**src/kpm_pkg.sv**
```systemverilog
// kpm_pkg: shared types, constants and the button key table of the keyboard-to-pad mapper
// no dependencies; used by every module in src
package kpm_pkg;

    localparam int RING_DEPTH      = 32;
    localparam int RING_IDX_W      = $clog2(RING_DEPTH);
    localparam int BUTTON_COUNT    = 12;
    localparam int BTN_W           = 4;
    localparam int KEYS_PER_BUTTON = 3;
    localparam int KEY_IDX_W       = 8;
    localparam int KEY_COUNT       = 256;

    typedef logic [BUTTON_COUNT-1:0] t_mask;
    typedef logic [KEY_IDX_W-1:0]    t_key_idx;

    typedef enum logic [2:0] {
        OP_KEY   = 3'd0,
        OP_FEED  = 3'd1,
        OP_POLL  = 3'd2,
        OP_POP   = 3'd3,
        OP_CLEAR = 3'd4
    } t_op;

    // key store index: bit 7 marks the extended prefix, zero marks an empty slot
    localparam t_key_idx KEY_ROM [BUTTON_COUNT][KEYS_PER_BUTTON] = '{
        '{8'hC8, 8'h11, 8'h00},   // up
        '{8'hD0, 8'h1F, 8'h00},   // down
        '{8'hCB, 8'h00, 8'h00},   // left
        '{8'hCD, 8'h00, 8'h00},   // right
        '{8'h1D, 8'h2D, 8'h00},   // a
        '{8'h39, 8'h2C, 8'h00},   // b
        '{8'h2E, 8'h00, 8'h00},   // x
        '{8'h2F, 8'h32, 8'h00},   // y
        '{8'h1E, 8'h10, 8'h00},   // l
        '{8'h20, 8'h12, 8'h00},   // r
        '{8'h1C, 8'h00, 8'h00},   // start
        '{8'h01, 8'h0F, 8'h00}    // select
    };

    typedef struct packed {
        logic             hit;
        logic [BTN_W-1:0] btn;
        logic             level;
    } t_key_hit;

    typedef struct packed {
        logic [BTN_W-1:0] btn;
        logic             down;
    } t_event;

    typedef struct packed {
        logic   push;
        logic   pop;
        logic   clear;
        t_event ev;
    } t_ring_req;

    typedef struct packed {
        logic   valid;
        t_event ev;
    } t_ring_rsp;

endpackage

```
**src/kpm_key_map.sv**
```systemverilog
// kpm_key_map: held-key store and the per-button level of the key just written
// depends on kpm_pkg
module kpm_key_map (
    input  logic              i_clk,
    input  logic              i_rst_n,
    input  logic              i_we,
    input  logic              i_clear,
    input  kpm_pkg::t_key_idx i_idx,
    input  logic              i_released,
    output kpm_pkg::t_key_hit o_hit
);

    logic [kpm_pkg::KEY_COUNT-1:0] r_keys;

    always_ff @(posedge i_clk) begin
        if (!i_rst_n || i_clear) begin
            r_keys <= '0;
        end else if (i_we) begin
            r_keys[i_idx] <= ~i_released;
        end
    end

    // level of the matching button, seen with the new key state
    always_comb begin
        kpm_pkg::t_key_idx m;
        logic              lvl;
        o_hit = '0;
        for (int b = 0; b < kpm_pkg::BUTTON_COUNT; b++) begin
            lvl = 1'b0;
            for (int i = 0; i < kpm_pkg::KEYS_PER_BUTTON; i++) begin
                m = kpm_pkg::KEY_ROM[b][i];
                if (m != '0) begin
                    if (m == i_idx) begin
                        lvl = lvl | ~i_released;
                    end else begin
                        lvl = lvl | r_keys[m];
                    end
                end
            end
            for (int i = 0; i < kpm_pkg::KEYS_PER_BUTTON; i++) begin
                if (kpm_pkg::KEY_ROM[b][i] != '0 && kpm_pkg::KEY_ROM[b][i] == i_idx) begin
                    o_hit.hit   = 1'b1;
                    o_hit.btn   = kpm_pkg::BTN_W'(b);
                    o_hit.level = lvl;
                end
            end
        end
    end

endmodule

```
**src/kpm_ring.sv**
```systemverilog
// kpm_ring: button event ring with read and write indexes, one slot kept free
// depends on kpm_pkg
module kpm_ring (
    input  logic               i_clk,
    input  logic               i_rst_n,
    input  kpm_pkg::t_ring_req i_req,
    output kpm_pkg::t_ring_rsp o_rsp
);

    kpm_pkg::t_event                r_ring [kpm_pkg::RING_DEPTH];
    logic [kpm_pkg::RING_IDX_W-1:0] r_wr;
    logic [kpm_pkg::RING_IDX_W-1:0] r_rd;
    logic [kpm_pkg::RING_IDX_W-1:0] n_wr;
    logic [kpm_pkg::RING_IDX_W-1:0] n_rd;
    logic [kpm_pkg::RING_IDX_W-1:0] wr_next;
    logic [kpm_pkg::RING_IDX_W-1:0] rd_next;
    logic                           can_push;
    logic                           not_empty;

    localparam logic [kpm_pkg::RING_IDX_W-1:0] LAST_IDX =
        kpm_pkg::RING_IDX_W'(kpm_pkg::RING_DEPTH - 1);

    always_comb begin
        wr_next   = (r_wr == LAST_IDX) ? '0 : r_wr + 1'b1;
        rd_next   = (r_rd == LAST_IDX) ? '0 : r_rd + 1'b1;
        can_push  = i_req.push && (wr_next != r_rd);
        not_empty = (r_rd != r_wr);
        n_wr      = can_push ? wr_next : r_wr;
        n_rd      = (i_req.pop && not_empty) ? rd_next : r_rd;
        o_rsp.valid = i_req.pop && not_empty;
        o_rsp.ev    = o_rsp.valid ? r_ring[r_rd] : '0;
    end

    always_ff @(posedge i_clk) begin
        if (!i_rst_n || i_req.clear) begin
            r_wr <= '0;
            r_rd <= '0;
        end else begin
            r_wr <= n_wr;
            r_rd <= n_rd;
        end
    end

    always_ff @(posedge i_clk) begin
        if (can_push) begin
            r_ring[r_wr] <= i_req.ev;
        end
    end

endmodule

```
**src/keyboard_to_pad_mapper.sv**
```systemverilog
// keyboard_to_pad_mapper: key events and button feeds to a virtual pad with poll and event ring
// depends on kpm_pkg, kpm_key_map, kpm_ring
//
//  channel   dir  handshake              payload
//  s         in   i_s_tvalid/o_s_tready  i_s_tdata, i_s_tuser (op)
//  m         out  o_m_tvalid/i_m_tready  o_m_tdata
//  cfg       in   i_cfg_we               i_cfg_wdata (game_owns_pad)
//
// one item per cycle unless the result side stalls; each item passes through the
// input register, then table lookup and mask logic, then the result register
// a stalled result holds the input register, which holds the input side
// reset clears all state; the clear op does the same but keeps game_owns_pad
module keyboard_to_pad_mapper (
    input  logic        i_clk,
    input  logic        i_rst_n,
    input  logic        i_s_tvalid,
    output logic        o_s_tready,
    input  logic [15:0] i_s_tdata,   // scan_code[6:0], extended, released, button[3:0], press
    input  logic [2:0]  i_s_tuser,   // op[2:0]
    output logic        o_m_tvalid,
    input  logic        i_m_tready,
    output logic [47:0] o_m_tdata,   // consumed, held_mask, latched_mask, edge_mask,
                                     // event_valid, event_button[3:0], event_down
    input  logic        i_cfg_we,
    input  logic        i_cfg_wdata
);

    logic                      r_game_owns_pad;
    logic                      r_in_valid;
    kpm_pkg::t_op              r_op;
    logic [6:0]                r_scan_code;
    logic                      r_extended;
    logic                      r_released;
    logic [kpm_pkg::BTN_W-1:0] r_button;
    logic                      r_press;

    kpm_pkg::t_mask r_held, n_held;
    kpm_pkg::t_mask r_latched, n_latched;
    kpm_pkg::t_mask r_edge, n_edge;
    kpm_pkg::t_mask r_acc, n_acc;

    logic        r_out_valid;
    logic [47:0] r_out_data;

    logic                      out_free;
    logic                      fire;
    logic                      key_we;
    logic                      clear;
    kpm_pkg::t_key_hit         hit;
    kpm_pkg::t_ring_req        ring_req;
    kpm_pkg::t_ring_rsp        ring_rsp;
    logic                      req_valid;
    logic [kpm_pkg::BTN_W-1:0] req_btn;
    logic                      req_level;
    kpm_pkg::t_mask            bit_sel;
    logic                      change;
    logic                      consumed;

    assign out_free   = !r_out_valid || i_m_tready;
    assign fire       = r_in_valid && out_free;
    assign o_s_tready = !r_in_valid || out_free;
    assign key_we     = fire && (r_op == kpm_pkg::OP_KEY);
    assign clear      = fire && (r_op == kpm_pkg::OP_CLEAR);

    always_ff @(posedge i_clk) begin
        if (!i_rst_n) begin
            r_game_owns_pad <= 1'b0;
        end else if (i_cfg_we) begin
            r_game_owns_pad <= i_cfg_wdata;
        end
    end

    always_ff @(posedge i_clk) begin
        if (!i_rst_n) begin
            r_in_valid <= 1'b0;
        end else if (o_s_tready) begin
            r_in_valid <= i_s_tvalid;
        end
    end

    always_ff @(posedge i_clk) begin
        if (o_s_tready && i_s_tvalid) begin
            r_op        <= kpm_pkg::t_op'(i_s_tuser);
            r_scan_code <= i_s_tdata[6:0];
            r_extended  <= i_s_tdata[7];
            r_released  <= i_s_tdata[8];
            r_button    <= i_s_tdata[12:9];
            r_press     <= i_s_tdata[13];
        end
    end

    kpm_key_map u_key_map (
        .i_clk      (i_clk),
        .i_rst_n    (i_rst_n),
        .i_we       (key_we),
        .i_clear    (clear),
        .i_idx      ({r_extended, r_scan_code}),
        .i_released (r_released),
        .o_hit      (hit)
    );

    // button level request shared by key events and feeds
    always_comb begin
        req_valid = 1'b0;
        req_btn   = '0;
        req_level = 1'b0;
        case (r_op)
            kpm_pkg::OP_KEY: begin
                req_valid = hit.hit;
                req_btn   = hit.btn;
                req_level = hit.level;
            end
            kpm_pkg::OP_FEED: begin
                req_valid = ({1'b0, r_button} < (kpm_pkg::BTN_W + 1)'(kpm_pkg::BUTTON_COUNT));
                req_btn   = r_button;
                req_level = r_press;
            end
            default: begin
                req_valid = 1'b0;
            end
        endcase
        bit_sel = kpm_pkg::t_mask'(1) << req_btn;
        change  = fire && req_valid && (req_level != ((r_held & bit_sel) != '0));
    end

    always_comb begin
        n_held    = r_held;
        n_latched = r_latched;
        n_edge    = r_edge;
        n_acc     = r_acc;
        if (change) begin
            if (req_level) begin
                n_held = r_held | bit_sel;
                n_acc  = r_acc | bit_sel;
            end else begin
                n_held = r_held & ~bit_sel;
            end
        end
        if (fire) begin
            case (r_op)
                kpm_pkg::OP_POLL: begin
                    n_edge    = r_acc;
                    n_acc     = '0;
                    n_latched = r_held;
                end
                kpm_pkg::OP_CLEAR: begin
                    n_held    = '0;
                    n_latched = '0;
                    n_edge    = '0;
                    n_acc     = '0;
                end
                default: begin
                    n_edge = n_edge;
                end
            endcase
        end
    end

    always_comb begin
        ring_req.push   = change;
        ring_req.pop    = fire && (r_op == kpm_pkg::OP_POP);
        ring_req.clear  = clear;
        ring_req.ev.btn = req_btn;
        ring_req.ev.down = req_level;
    end

    kpm_ring u_ring (
        .i_clk   (i_clk),
        .i_rst_n (i_rst_n),
        .i_req   (ring_req),
        .o_rsp   (ring_rsp)
    );

    assign consumed = (r_op == kpm_pkg::OP_KEY) && r_game_owns_pad;

    always_ff @(posedge i_clk) begin
        if (!i_rst_n) begin
            r_held    <= '0;
            r_latched <= '0;
            r_edge    <= '0;
            r_acc     <= '0;
        end else begin
            r_held    <= n_held;
            r_latched <= n_latched;
            r_edge    <= n_edge;
            r_acc     <= n_acc;
        end
    end

    always_ff @(posedge i_clk) begin
        if (!i_rst_n) begin
            r_out_valid <= 1'b0;
        end else if (out_free) begin
            r_out_valid <= r_in_valid;
        end
    end

    always_ff @(posedge i_clk) begin
        if (fire) begin
            r_out_data <= {5'b0, ring_rsp.ev.down, ring_rsp.ev.btn, ring_rsp.valid,
                           n_edge, n_latched, n_held, consumed};
        end
    end

    assign o_m_tvalid = r_out_valid;
    assign o_m_tdata  = r_out_data;

endmodule

```
**config.mk**
```make
export PLATFORM = sky130hd
export DESIGN_NAME = keyboard_to_pad_mapper
export DESIGN_NICKNAME = d
export VERILOG_FILES = /design/src/kpm_pkg.sv /design/src/kpm_key_map.sv /design/src/kpm_ring.sv /design/src/keyboard_to_pad_mapper.sv
export SDC_FILE = /design/constraint.sdc
export NUM_CORES = 1
export LEC_CHECK = 0
export CAP_MARGIN = 20
export CORE_MARGIN = 1.5
export CORE_UTILIZATION = 55
export CTS_CLUSTER_SIZE = 12
export DETAILED_ROUTE_END_ITERATION = 16
export DONT_BUFFER_PORTS = 1
export PLACE_DENSITY_LB_ADDON = 0.3
export SYNTH_ARGS = -nofsm -noshare
export SYNTH_HDL_FRONTEND = slang
export SYNTH_SLANG_ARGS = --single-unit
```
**constraint.sdc**
```tcl
create_clock -name i_clk -period 3.8 [get_ports i_clk]
set_clock_uncertainty 0.15 [all_clocks]
set_input_delay 0.76 -clock i_clk [delete_from_list [all_inputs] [get_ports i_clk]]
set_output_delay 0.76 -clock i_clk [all_outputs]
set_load 0.01 [all_outputs]
```
==> summary.md, run 1 <==
| Metric | Value |
|---|---|
| Status | complete, but fails checks |
| Failing checks | negative setup slack |
| Clk sinks | 297 |
| Final min period | 3.82 ns |
| Fillers | 1597 |
| Die Y | 156 microns |
| Crit end category | flop |
| EDFF count, synth | 220 |
| Ys flop type | edfxtp_1 |
| Drc violations | 0 |
| Pwr Total | 6430 uW |
| Vias per Instance | 6.17 |
| RSZ-0062 raised after global routing | yes |
| Worst slew pin tran | 1.05 ns |
| Initial detailed-routing violation count | 677 |
| Die area | 24300 sq um |
| Most frequent cells in the layout | 220 x edfxtp_1, 90 x buf_4, 76 x dfxtp_1 |
| Synthesis-stage register bit count | 297 |
| Seq/Total Area, Yosys | 63.4% |
| Number of setup violations in the final report | 52 |
| Clock transition at the registers of the reported paths | 0.06 ns |
| Yosys cell types | 88 |
| Share of cells above drive strength 1 | 24.0% |
| GR Util met1 | 32.0% |
| H-tree levels | 1 |
| VDD IR max | 361 uV |
| Worst setup endpoint | u_ring.r_ring[1][4] |
| GRT met2 Usage | 37.1% |
| F_max | 262 MHz |
| Asr flop ratio synth | 0% |
| Worst EP required | 3.92 ns |
| Lkg Pwr | 0.00473 uW |
| Gr usage total | 22.9% |
| RR Endpoint | u_ring.r_ring[1][4] |
| Critical Path Start | r_scan_code[2] |
| Post-synth top area share | 51.4% |
| CP Class | flop to flop |
| Dpl cells | 1268 |
| Area of the multi-input gates | 4630 sq um |
| Clock buffer depth | 3 |
| First-pass GRT wire length | 43200 microns |
| Fin crit share | 101% |
| Die X | 156 microns |
| Worst path arrival time | 3.94 ns |
| Starting Density | 56.4% |
| Post-route setup slack | -0.0200 ns |
| Initial antenna violation count | 0 |
| NumNets Final | 1038 |
| DR vias | 8289 |
| GR Util met3 | 3.81% |
| R2r startpoint | r_scan_code[2] |
| R2r worst-path depth | 11 |
| CP max FO | 9 |
| Post-Syn Area | 12900 sq um |
| Non-Filler Instances | 1343 |
| Root buf cell | clkbuf_16 |
| DRT Pass-1 Iters | 5 |
| Number of inserted diodes | 0 |
| PD cells | 431 nW/um^2 |
| Syn Area/Cell | 13.6 sq um |
| Slowest-stage cell, CP | or4_4 |
| Register area | 8150 sq um |
| Area Overhead vs Synth | 16.0% |
| Vias in the first global route | 7895 |
| Largest net degree at the start of global routing | 61 |
| Antenna viol nets, final | 0 |
| Hold Fails Final Rpt | 0 |
| Clock buffer count from CTS | 30 |
| Rel. slew slack | 29.9% |
| Max-Cap Viols | 0 |
| Grt peak-use layer | met2 |
| Flop-to-flop setup slack | -0.02 ns |
| Crit-path cells | or4_4, a2bb2oi_4, o21a_1, a21oi_4, mux2i_2, o32ai_4, or3_4, o21ai_4, clkbuf_16, buf_12, and3_4 |
| Placed wire-length estimate | 17800 microns |
| Final Max Slew Viols | 0 |
| Total congestion overflow | 0 |
| Routed WL per cell | 21.1 microns |
| Synth Warn # | 0 |
| Final wirelength | 28300 microns |
| Row count | 55 |
| Max incr delay on CP | 0.61 ns |
| Crit start category | flop |
| HP Class | primary input to flop |
| Leading cell type in the layout, fill and taps excluded | edfxtp_1 |
| Cell count after synthesis | 942 |
| Fin Setup TNS | -0.443 ns |
| RePlAce Congestion | 0.887 |
| Count of input and output buffers | 0 |
| Biggest area consumer among synthesized cells | edfxtp_1 |
| CTS tree | done |
| Core ar. | 22800 sq um |
| Ranking of synthesized cells by area | edfxtp_1 51%, dfxtp_1 12%, mux4_2 5.6% |
| IO Count | 75 |
| Worst-skew pair later-pin latency | 0.55 ns |
| Core Util, Final | 65.4% |
state kept, by name, indices dropped and copies added, names as in the netlist, 3 cells and up:
register	count
u_ring.r_wr	5
u_ring.r_rd	5
r_button	4
r_acc	12
r_op	3
r_latched	12
u_key_map.r_keys	16
r_edge	12
o_m_tdata	43
u_ring.r_ring	160
r_held	12
r_scan_code	7
critical path: cells and delay by family (launching register included):
family / cells / cell delay [ns]
AO/OA/AOI/OAI: 5 / 1.06
buffers and inverters: 2 / 0.33
flip-flops: 1 / 0.43
multiplexers: 1 / 0.32
AND/OR/NAND/NOR: 3 / 1.26
Yosys cell counts (8+ instances only):
library cell	n
edfxtp_1	220
dfxtp_1	77
nor2_1	56
nand2_1	44
and3_1	42
clkbuf_1	40
a21oi_1	35
mux4_2	32
nor3_1	30
and2_1	29
mux2i_1	26
a22o_1	25
o21ai_0	24
a211oi_1	18
a31oi_1	15
nand3_1	14
nand2b_1	12
inv_1	11
a22oi_1	10
buf_2	10
mux2_2	8
nor2b_1	8
metrics by stage:
| step | cell area (sq um) | worst slack (ns) | hold slack (ns) |
|---|---|---|---|
| after floorplan | 12900 | 0.00533 | 0.276 |
| after global placement | 13500 | -0.139 | 0.292 |
| after detailed placement | 13500 | -0.121 | 0.304 |
| after CTS | 14500 | 0.00417 | 0.134 |
| after global routing | 14900 | -0.168 | 0.132 |
| final | 14900 | -0.0200 | 0.154 |
how the worst min path moves through the flow:
stage	from	endpoint	slack [ns]	cells after the start
global placement	r_acc[6]	r_acc[6]	0.29	2
floorplan	r_acc[4]	r_acc[4]	0.28	2
global route	i_s_tuser[2]	r_op[2]	0.13	0
detailed placement	r_acc[6]	r_acc[6]	0.30	2
finish	i_s_tuser[2]	r_op[2]	0.15	0
CTS	i_s_tuser[2]	r_op[2]	0.13	0
repair_timing:
action / CTS / global route
hold buffers: 0 / 0
hold endpoints to repair: 0 / 0
setup buffers: 2 / 16
pin swaps: 2 / 10
gates cloned: 0 / 1
endpoints found under the setup margin: 175 / 185
resized for setup: 32 / 51
area by class of cell:
class / count / share of cell area, %
Tap cell: 313 / 2.63
Inverter: 14 / 0.386
Sequential cell: 297 / 54.7
Multi-Input combinational cell: 568 / 31.0
Timing Repair Buffer: 95 / 5.24
Clock inverter: 5 / 0.260
Clock buffer: 51 / 5.77
cell families (layout without fill, tap and decap cells):
group,Yosys count,after routing,share of synthesized area [%]
AO/OA/AOI/OAI,194,194,11.5
XOR/XNOR,13,13,0.886
adder cells (fa/ha/maj),7,7,0.681
buffers and inverters,81,165,2.81
flip-flops,297,297,63.4
multiplexers,66,66,8.33
other,1,5,0.0292
AND/OR/NAND/NOR,283,283,12.4
layer usage:
layer | wire (microns) | share of wire (%)
met5 | 0 | 0
met4 | 714 | 2.5
met2 | 13400 | 48
met1 | 12200 | 43
met3 | 1880 | 6.7
power breakdown:
part	switching [uW]	internal [uW]
combinational	140	77.4
clock	1150	1530
sequential	31.1	3500
total	1320	5110
Power figures use the tool's default switching activity.
==> inputs of run 2 (changes only) <==
--- a/config.mk
+++ b/config.mk
@@ -6,8 +6,8 @@
 export NUM_CORES = 1
 export LEC_CHECK = 0
 export CAP_MARGIN = 20
-export CORE_MARGIN = 1.5
-export CORE_UTILIZATION = 55
+export CORE_MARGIN = 2
+export CORE_UTILIZATION = 40
 export CTS_CLUSTER_SIZE = 12
 export DETAILED_ROUTE_END_ITERATION = 16
 export DONT_BUFFER_PORTS = 1
==> summary.md, run 2 (synthesis results as in run 1) <==
| Metric | Value |
|---|---|
| Area of the multi-input gates | 4600 sq um (was 4630 sq um) |
| DRT Pass-1 Iters | 5 (unchanged) |
| VDD IR max | 327 uV (was 361 uV) |
| Worst EP required | 3.92 ns (about the same) |
| RSZ-0062 raised after global routing | yes (unchanged) |
| Count of input and output buffers | 0 (unchanged) |
| Die Y | 183 microns (was 156 microns) |
| Leading cell type in the layout, fill and taps excluded | edfxtp_1 (unchanged) |
| Most flop-heavy register | u_ring.r_ring (unchanged) |
| Worst path arrival time | 3.84 ns (was 3.94 ns) |
| Most frequent cells in the layout | 220 x edfxtp_1, 101 x buf_4, 76 x dfxtp_1 (was 220 x edfxtp_1, 90 x buf_4, 76 x dfxtp_1) |
| Area Overhead vs Synth | 17.8% (was 16.0%) |
| Number of inserted diodes | 0 (unchanged) |
| Status | completed (was complete, but fails checks) |
| RR Endpoint | u_ring.r_ring[16][4] (was u_ring.r_ring[1][4]) |
| H-tree levels | 1 (unchanged) |
| R2r startpoint | r_scan_code[4] (was r_scan_code[2]) |
| RePlAce Congestion | 0.882 (was 0.887) |
| First-pass GRT wire length | 44400 microns (was 43200 microns) |
| Final Max Slew Viols | 0 (unchanged) |
| Number of setup violations in the final report | 0 (was 52) |
| Max-Cap Viols | 0 (unchanged) |
| Register area | 8150 sq um (unchanged) |
| Placed wire-length estimate | 18600 microns (was 17800 microns) |
| Max FFs per register | 160 (unchanged) |
| NumNets Final | 1052 (was 1038) |
| Crit end category | flop (unchanged) |
| IO Count | 75 (unchanged) |
| CP Class | flop to flop (unchanged) |
| Routed WL per cell | 19.7 microns (was 21.1 microns) |
| Core ar. | 31600 sq um (was 22800 sq um) |
| Post-route setup slack | 0.0818 ns (was -0.0200 ns) |
| Crit start category | flop (unchanged) |
| Vias per Instance | 5.64 (was 6.17) |
| Place WS | -0.197 ns (was -0.121 ns) |
| DR vias | 8158 (was 8289) |
| Final wirelength | 28400 microns (was 28300 microns) |
| Worst slew pin tran | 1.02 ns (was 1.05 ns) |
| Hold WS | 0.151 ns (was 0.154 ns) |
| Fillers | 2739 (was 1597) |
| CTS tree | done (unchanged) |
| Gr usage total | 16.9% (was 22.9%) |
| Dpl cells | 1378 (was 1268) |
| Lkg Pwr | 0.00482 uW (was 0.00473 uW) |
| Placed Area | 13800 sq um (was 13500 sq um) |
| F_max | 269 MHz (was 262 MHz) |
| Row count | 65 (was 55) |
| Clock buffer count from CTS | 30 (unchanged) |
| Die area | 33600 sq um (was 24300 sq um) |
| Drc violations | 0 (unchanged) |
| Final min period | 3.72 ns (was 3.82 ns) |
| Worst-skew pair later-pin latency | 0.57 ns (was 0.55 ns) |
| Non-Filler Instances | 1446 (was 1343) |
| Hold buffers post-CTS | 0 (unchanged) |
| Clock transition at the registers of the reported paths | 0.06 ns (about the same) |
| Total congestion overflow | 0 (unchanged) |
| Fin crit share | 97.8% (was 101%) |
| Cell count of the worst hold path | 0 (unchanged) |
| Pwr Total | 6660 uW (was 6430 uW) |
| Antenna viol nets, final | 0 (unchanged) |
| Clock buffer depth | 3 (unchanged) |
| Post-route cell area | 15100 sq um (was 14900 sq um) |
| Worst Hold End | r_scan_code[1] (was r_op[2]) |
| Die X | 183 microns (was 156 microns) |
| Clk sinks | 297 (unchanged) |
| CP max FO | 8 (was 9) |
| HP Class | primary input to flop (unchanged) |
| Flop-to-flop setup slack | 0.08 ns (was -0.02 ns) |
| Start point of the worst hold path | i_s_tdata[1] (was i_s_tuser[2]) |
| Initial detailed-routing violation count | 595 (was 677) |
| Vias in the first global route | 7900 (was 7895) |
| Starting Density | 40.6% (was 56.4%) |
| Initial antenna violation count | 0 (unchanged) |
| Largest net degree at the start of global routing | 58 (was 61) |
| Hold Fails Final Rpt | 0 (unchanged) |
| R2r worst-path depth | 14 (was 11) |
| Root buf cell | clkbuf_16 (unchanged) |
| Rel. slew slack | 32.1% (was 29.9%) |
| PD cells | 440 nW/um^2 (was 431 nW/um^2) |
| Share of cells above drive strength 1 | 25.0% (was 24.0%) |
-- run 2: area by class of cell --
cell class / instances / share of cell area [%]
Clock buffer: 52 / 5.70
Clock inverter: 4 / 0.703
Timing Repair Buffer: 109 / 5.66
Tap cell: 402 / 3.32
Multi-Input combinational cell: 568 / 30.4
Sequential cell: 297 / 53.9
Inverter: 14 / 0.380
-- run 2: how the worst max path moves through the flow --
stage | to | start | cells after the start | slack [ns]
global route | u_ring.r_ring[30][1] | r_scan_code[2] | 13 | -0.08
finish | u_ring.r_ring[16][4] | r_scan_code[4] | 14 | 0.08
floorplan | u_ring.r_ring[15][0] | r_scan_code[3] | 12 | 0.005
CTS | u_ring.r_ring[19][1] | r_scan_code[6] | 14 | -0.009
global placement | o_m_tdata[4] | r_extended | 12 | -0.16
detailed placement | o_m_tdata[4] | r_extended | 12 | -0.20
-- run 2: critical path, stage by stage, from the launching register on --
cell,delay (ns)
edfxtp_1,0.50
buf_4,0.20
or4b_1,0.22
nor3_2,0.05
a311o_2,0.40
o311ai_4,0.27
inv_2,0.13
buf_4,0.17
a2111oi_4,0.42
buf_4,0.19
o311ai_4,0.11
o21ai_4,0.12
buf_4,0.15
buf_6,0.12
and3_4,0.24
-- run 2: layer usage --
layer	vias to the layer above	global-route usage (%)	routed length, microns
met5	-	0	0
met4	0	4.13	572
met3	44	2.74	1460
met2	220	27.0	13100
met1	4081	24.2	13300
li1	3813	-	-
-- run 2: power by group --
part	total, uW	internal [uW]	leakage, uW	switching [uW]
Sequential	3540	3500	0.00244	32.6
Clock	2900	1730	0.000463	1170
Combinational	221	80.6	0.00191	140
Total	6660	5320	0.00482	1340
-- run 2: repair_timing --
item | CTS | global route
pin swaps | 0 | 6
resized for setup | 27 | 54
setup endpoints to repair | 168 | 186
cloned | 0 | 1
buffers inserted | 2 | 9
-- run 2: per-stage QoR --
stage	TNS, ns	util, %
final	0	47.8
after global routing	-4.69	47.8
after CTS	-0.0835	47.0
after detailed placement	-14.47	43.7
after global placement	-9.24	43.7
after floorplan	0	-
